**src/sv/kast_pkg.sv**
```systemverilog
// Shared types and constants of the keyed attribute snapshot table
`timescale 1ns / 1ps
package kast_pkg;
  localparam int ATTR_SLOTS  = 16;
  localparam int TOTAL_SLOTS = ATTR_SLOTS + 2;
  localparam int IDX_W       = $clog2(TOTAL_SLOTS);

  localparam logic [2:0] CMD_UPDATE    = 3'd0;
  localparam logic [2:0] CMD_CLEAR     = 3'd1;
  localparam logic [2:0] CMD_COMMISSION = 3'd2;
  localparam logic [2:0] CMD_DUMP      = 3'd3;
  localparam logic [2:0] CMD_CLEAR_ALL = 3'd4;

  localparam logic [1:0] ST_OK        = 2'd0;
  localparam logic [1:0] ST_FULL      = 2'd1;
  localparam logic [1:0] ST_NOT_FOUND = 2'd2;
  localparam logic [1:0] ST_NO_SPACE  = 2'd3;

  localparam logic REG_SESSION_LIMIT = 1'b0;
  localparam logic REG_COMM_TYPE     = 1'b1;

  typedef struct packed {
    logic        present;
    logic        kind;
    logic [15:0] endpoint;
    logic [31:0] cluster;
    logic [31:0] attribute;
    logic [31:0] value;
    logic [7:0]  type_code;
    logic [31:0] revision;
  } rec_t;
endpackage

```
**src/sv/kast_cell.sv**
```systemverilog
// One slot cell of the rotating record ring
`timescale 1ns / 1ps
module kast_cell (
  input  logic         clk,
  input  logic         rst,
  input  logic         clear,
  input  logic         shift_en,
  input  kast_pkg::rec_t shift_in,
  output kast_pkg::rec_t rec
);
  import kast_pkg::*;

  always_ff @(posedge clk) begin
    if (rst || clear) begin
      rec <= '0;
    end else if (shift_en) begin
      rec <= shift_in;
    end
  end
endmodule

```
**config.mk**
```make
export PLATFORM = sky130hd
export DESIGN_NAME = kast_cell
export DESIGN_NICKNAME = d
export VERILOG_FILES = /design/src/sv/kast_pkg.sv /design/src/sv/kast_cell.sv
export SDC_FILE = /design/constraint.sdc
export NUM_CORES = 1
export LEC_CHECK = 0
export BUFFER_PORTS_ARGS = -buffer_cell sky130_fd_sc_hd__buf_2
export CORE_AREA = 2 2 122 124
export DETAILED_ROUTE_END_ITERATION = 8
export DIE_AREA = 0 0 124 126
export PLACE_DENSITY = 0.71
export SETUP_SLACK_MARGIN = 0.4
export SLEW_MARGIN = 10
export SYNTH_ARGS = -nofsm -noshare
export SYNTH_HDL_FRONTEND = slang
export SYNTH_SLANG_ARGS = --single-unit
```
**constraint.sdc**
```tcl
create_clock -name clk -period 1.11 [get_ports clk]
set_input_delay 0.222 -clock clk [delete_from_list [all_inputs] [get_ports clk]]
set_output_delay 0.222 -clock clk [all_outputs]
set_load 0.01 [all_outputs]
```
* After elaboration in Yosys (flattened, before gate mapping)
Cells that the tools add are included.
Storage, ports and cells: flip-flop bits (word level) 154, latch bits 0, memory bits (writable) 0, bits in read-only memories 0, bits of input ports 158, output and inout port bits 154, word-level logic and storage cells 9, memories kept 0
Cells by class: add/sub/neg operators 0, multiply operators 0, div/mod/pow operators 0, $lt $le $gt $ge 0, equal/unequal tests 0, shifts and indexed selects 0, mux-type cells 0, bitwise gates (word level) 0, reduce and logical (&&, ||, !) cells 1
Operators by type and width (number):
- logical OR 1 bit | 1

* Longest topological paths before layout
depth after elaboration 1, depth in mapped cells 5, gate-level depth less buffers 2

* Least setup slack after synthesis
No wires, ideal clock.
path type in2reg, from in clear, to reg rec[100] (netlist name), library setup time 0.064 ns, arrival time 0.930 ns, required time 1.046 ns, setup slack 0.116 ns, stages on the path 5, path buffers 3, path through or2_1 buf_2 buf_6 buf_6 nor2_1
On the way: word-level cells in the longest chain between the ends 1
RTL lines:
- start, declared | RTL line kast_cell.sv:6 | input logic clear,
- logical OR 1 bit | RTL line kast_cell.sv:14 | if (rst || clear) begin
- end signal, assigned | RTL line kast_cell.sv:17 | rec <= shift_in;
- end, declared | RTL line kast_cell.sv:9 | output kast_pkg::rec_t rec
Every way passes these cells. A chain may end at the register's enable or synchronous reset.

* Worst setup path after layout
from reg rec[31] (netlist name), to out rec[31] (netlist name)
No word-level cell between the ends.

==> impl_metrics.sql <==
INSERT INTO impl_metrics (metric_group, metric, value, unit) VALUES
('layout', 'syn_to_final_growth', '68.9', '%'),
('flow_run', 'maxCapViolations', '0', ''),
('routing', 'post-route-drc-count', '0', ''),
('yosys', 'netlist_instances', '497', ''),
('timing', 'setup_slack', '0.00669', 'ns'),
('layout', 'multi_input_gate_area_in_the_final_layout', '2130', 'um2'),
('routing', 'firstDrtPassIters', '4', ''),
('floorplanning', 'core-area', '14300', 'um2'),
('setup_path', 'timing.critical_path.arrival', '0.88', 'ns'),
('timing', 'setup_viol', '0', ''),
('place', 'place.gp.congestion', '0.767', ''),
('clock_tree', 'clkLatencyLatePin', '0.41', 'ns'),
('layout', 'largest_register_ff_count', '154', ''),
('floorplanning', 'die_x', '124', 'um'),
('status', 'status', 'complete, no violations', ''),
('yosys', 'synth_xor_xnor_area_share', '0', '%'),
('clock_tree', 'numCtsBuffers', '17', ''),
('yosys', 'synth_seq_area_share', '56.5', '%'),
('place', 'hpwlAfterDp', '10.4', 'mm'),
('yosys', 'complex_gate_fraction_of_the_synthesized_area', '0', '%'),
('timing', 'rsz0062_at_grt', 'yes', ''),
('grt', 'global_route.usage.total', '19.9', '%'),
('yosys', 'muxShareOfSynthArea', '28.2', '%'),
('yosys', 'synthesis.area', '5460', 'um2'),
('setup_path', 'highest_net_fanout_along_the_worst_path', '2', ''),
('power_and_ir_drop', 'worst_ir_drop_vdd', '0.959', 'mV'),
('grt', 'first_global_vias', '4861', ''),
('grt', 'wire_length_of_the_first_global_routing_pass', '24.0', 'mm'),
('grt', 'gr-total-overflow', '0', ''),
('place', 'place_ws', '-0.0209', 'ns'),
('setup_path', 'crit_path_end_kind', 'output pin', ''),
('setup_path', 'critical_path.n_buffers_inverters', '1', ''),
('floorplanning', 'fp.dieH', '126', 'um'),
('grt', 'grt_max_degree', '41', ''),
('layout', 'final_layout_size_suffix_gt1_share', '63.1', '%'),
('floorplanning', 'pin_count', '312', ''),
('layout', 'largestRegisters', 'rec (154)', ''),
('floorplanning', 'start_util', '38.1', '%'),
('clock_tree', 'tritoncts_clock_tree', 'yes', ''),
('yosys', 'synth_seq_cells', '154', ''),
('place', 'port_buffers', '311', ''),
('routing', 'via_count', '4771', ''),
('layout', 'area.sequential', '3280', 'um2'),
('routing', 'drt-vias-per-instance', '4.64', ''),
('yosys', 'dominant_combinational_cell_family_by_area_after_synthesis', 'multiplexers', ''),
('clock_tree', 'clock-sinks', '154', ''),
('clock_tree', 'cts.htree.levels', '4', ''),
('layout', 'final_core_util', '64.4', '%'),
('routing', 'wire_length_per_cell_after_detailed_routing', '15.8', 'um'),
('timing', 'tightest_slew', '0.224', 'ns'),
('setup_path', 'crit_slowest_cell', 'sky130_fd_sc_hd__dfxtp_4', ''),
('clock_tree', 'clk_pin_slew_worst_paths', '0.06', 'ns'),
('worst_hold_path', 'hp-class', 'in2reg', ''),
('setup_path', 'timing_worst_setup_path_type', 'reg2out', ''),
('yosys', 'synth.yosys.warnings', '0', ''),
('yosys', 'synth_fa_ha_area_share', '0', '%'),
('power_and_ir_drop', 'power.leakage', '4.52', 'nW'),
('routing', 'drt-total-wl', '16.2', 'mm'),
('setup_path', 'critical_path.cell_chain', 'buf_6', ''),
('floorplanning', 'fp.dieArea', '15600', 'um2'),
('yosys', 'syn_nets', '655', ''),
('timing', 'final_min_period_over_clock_period', '99.4', '%'),
('floorplanning', 'row_count', '44', ''),
('clock_tree', 'cts_root_buffer', 'sky130_fd_sc_hd__clkbuf_16', ''),
('power_and_ir_drop', 'power.density_cell_area', '1420', 'nW/um2'),
('timing', 'clock-skew-final', '0', 'ns'),
('timing', 'finalHoldViolations', '0', ''),
('setup_path', 'critPathRequiredTime', '0.89', 'ns'),
('routing', 'antenna_left', '0', ''),
('timing', 'max_clock_freq', '906', 'MHz'),
('setup_path', 'crit_path_max_incr_delay', '0.36', 'ns');
[routing by layer]
metal | up-vias | track usage [%] | wire [um]
li1 | 2309 | - | -
met1 | 2186 | 20.7 | 6040
met2 | 234 | 34.2 | 8000
met3 | 42 | 7.65 | 1700
met4 | 0 | 10.8 | 497
met5 | - | 0 | 0
[cells by family (layout without fill, tap and decap cells)]
| group | count (synthesis) | in the layout |
|---|---|---|
| and+or+nand+nor | 155 | 155 |
| muxes | 154 | 154 |
| DFF | 154 | 154 |
| buffers and inverters | 34 | 380 |
| other | 0 | 1 |
[per-stage QoR]
stage / hold WS [ns] / cells / setup TNS [ns] / area, um2
detailed placement: 0.463 / 975 / -0.126 / 7230
finish: 0.0395 / 1028 / 0 / 9220
CTS: 0.0158 / 1011 / -0.0449 / 9010
global placement: 0.453 / 975 / -0.0229 / 7230
global route: 0.0286 / 1028 / -0.328 / 9220
floorplan: 0.369 / 497 / 0 / 5560
[path summary, 6_finish.rpt]
check / depth (start not counted) / startpoint / endpoint / slack, ns
worst max-delay path: 1 / rec[31] / rec[31] / 0.007
worst min-delay path: 3 / shift_in[42] / rec[42] / 0.04
worst max register to register: 4 / rec[125] / rec[125] / 0.24
worst min register to register: 2 / rec[69] / rec[69] / 0.50
[cell usage after synthesis]
library cell / instances / area (um2)
sky130_fd_sc_hd__or2_1: 1 / 6.26
sky130_fd_sc_hd__mux2i_1: 154 / 1540
sky130_fd_sc_hd__buf_4: 1 / 7.51
sky130_fd_sc_hd__nor2_1: 154 / 578
sky130_fd_sc_hd__buf_6: 14 / 158
sky130_fd_sc_hd__dfxtp_1: 154 / 3080
sky130_fd_sc_hd__buf_2: 10 / 50.1
sky130_fd_sc_hd__clkbuf_1: 9 / 33.8
[cell usage in the layout (no fill, tap or decap), types with 2 or more instances in the layout]
master                         n
sky130_fd_sc_hd__inv_6         2
sky130_fd_sc_hd__buf_6       170
sky130_fd_sc_hd__bufinv_16     2
sky130_fd_sc_hd__clkbuf_16    18
sky130_fd_sc_hd__nor2_1      154
sky130_fd_sc_hd__mux2i_1     153
sky130_fd_sc_hd__dfxtp_2     153
sky130_fd_sc_hd__clkinv_2      2
sky130_fd_sc_hd__clkinv_4      2
sky130_fd_sc_hd__buf_12        7
sky130_fd_sc_hd__buf_4        13
sky130_fd_sc_hd__buf_16        2
sky130_fd_sc_hd__clkbuf_1      4
sky130_fd_sc_hd__buf_2       156
sky130_fd_sc_hd__clkinvlp_4    2
[cell type report]
| cell class | count | share of cell area [%] |
|---|---|---|
| Antenna cell | 1 | 0.0272 |
| Clock buffer | 21 | 4.78 |
| Clock inverter | 10 | 1.30 |
| Multi-Input combinational cell | 309 | 23.1 |
| Sequential cell | 154 | 35.6 |
| Tap cell | 184 | 2.50 |
| Timing Repair Buffer | 349 | 32.7 |
[repair_timing]
action                                 4_1_cts  5_1_grt
resized for setup                          317       16
pin swaps                                    5       16
gates cloned                                 0        1
endpoints found under the hold margin        0        0
setup endpoints to repair                  154      185
buffers inserted                             5       15
hold buffers                                 0        0
[where the power goes]
| part | internal (mW) | switching, mW |
|---|---|---|
| registers | 5.75 | 0.135 |
| logic | 0.923 | 0.658 |
| clock network | 3.31 | 2.29 |
Power figures use the tool's default switching activity.
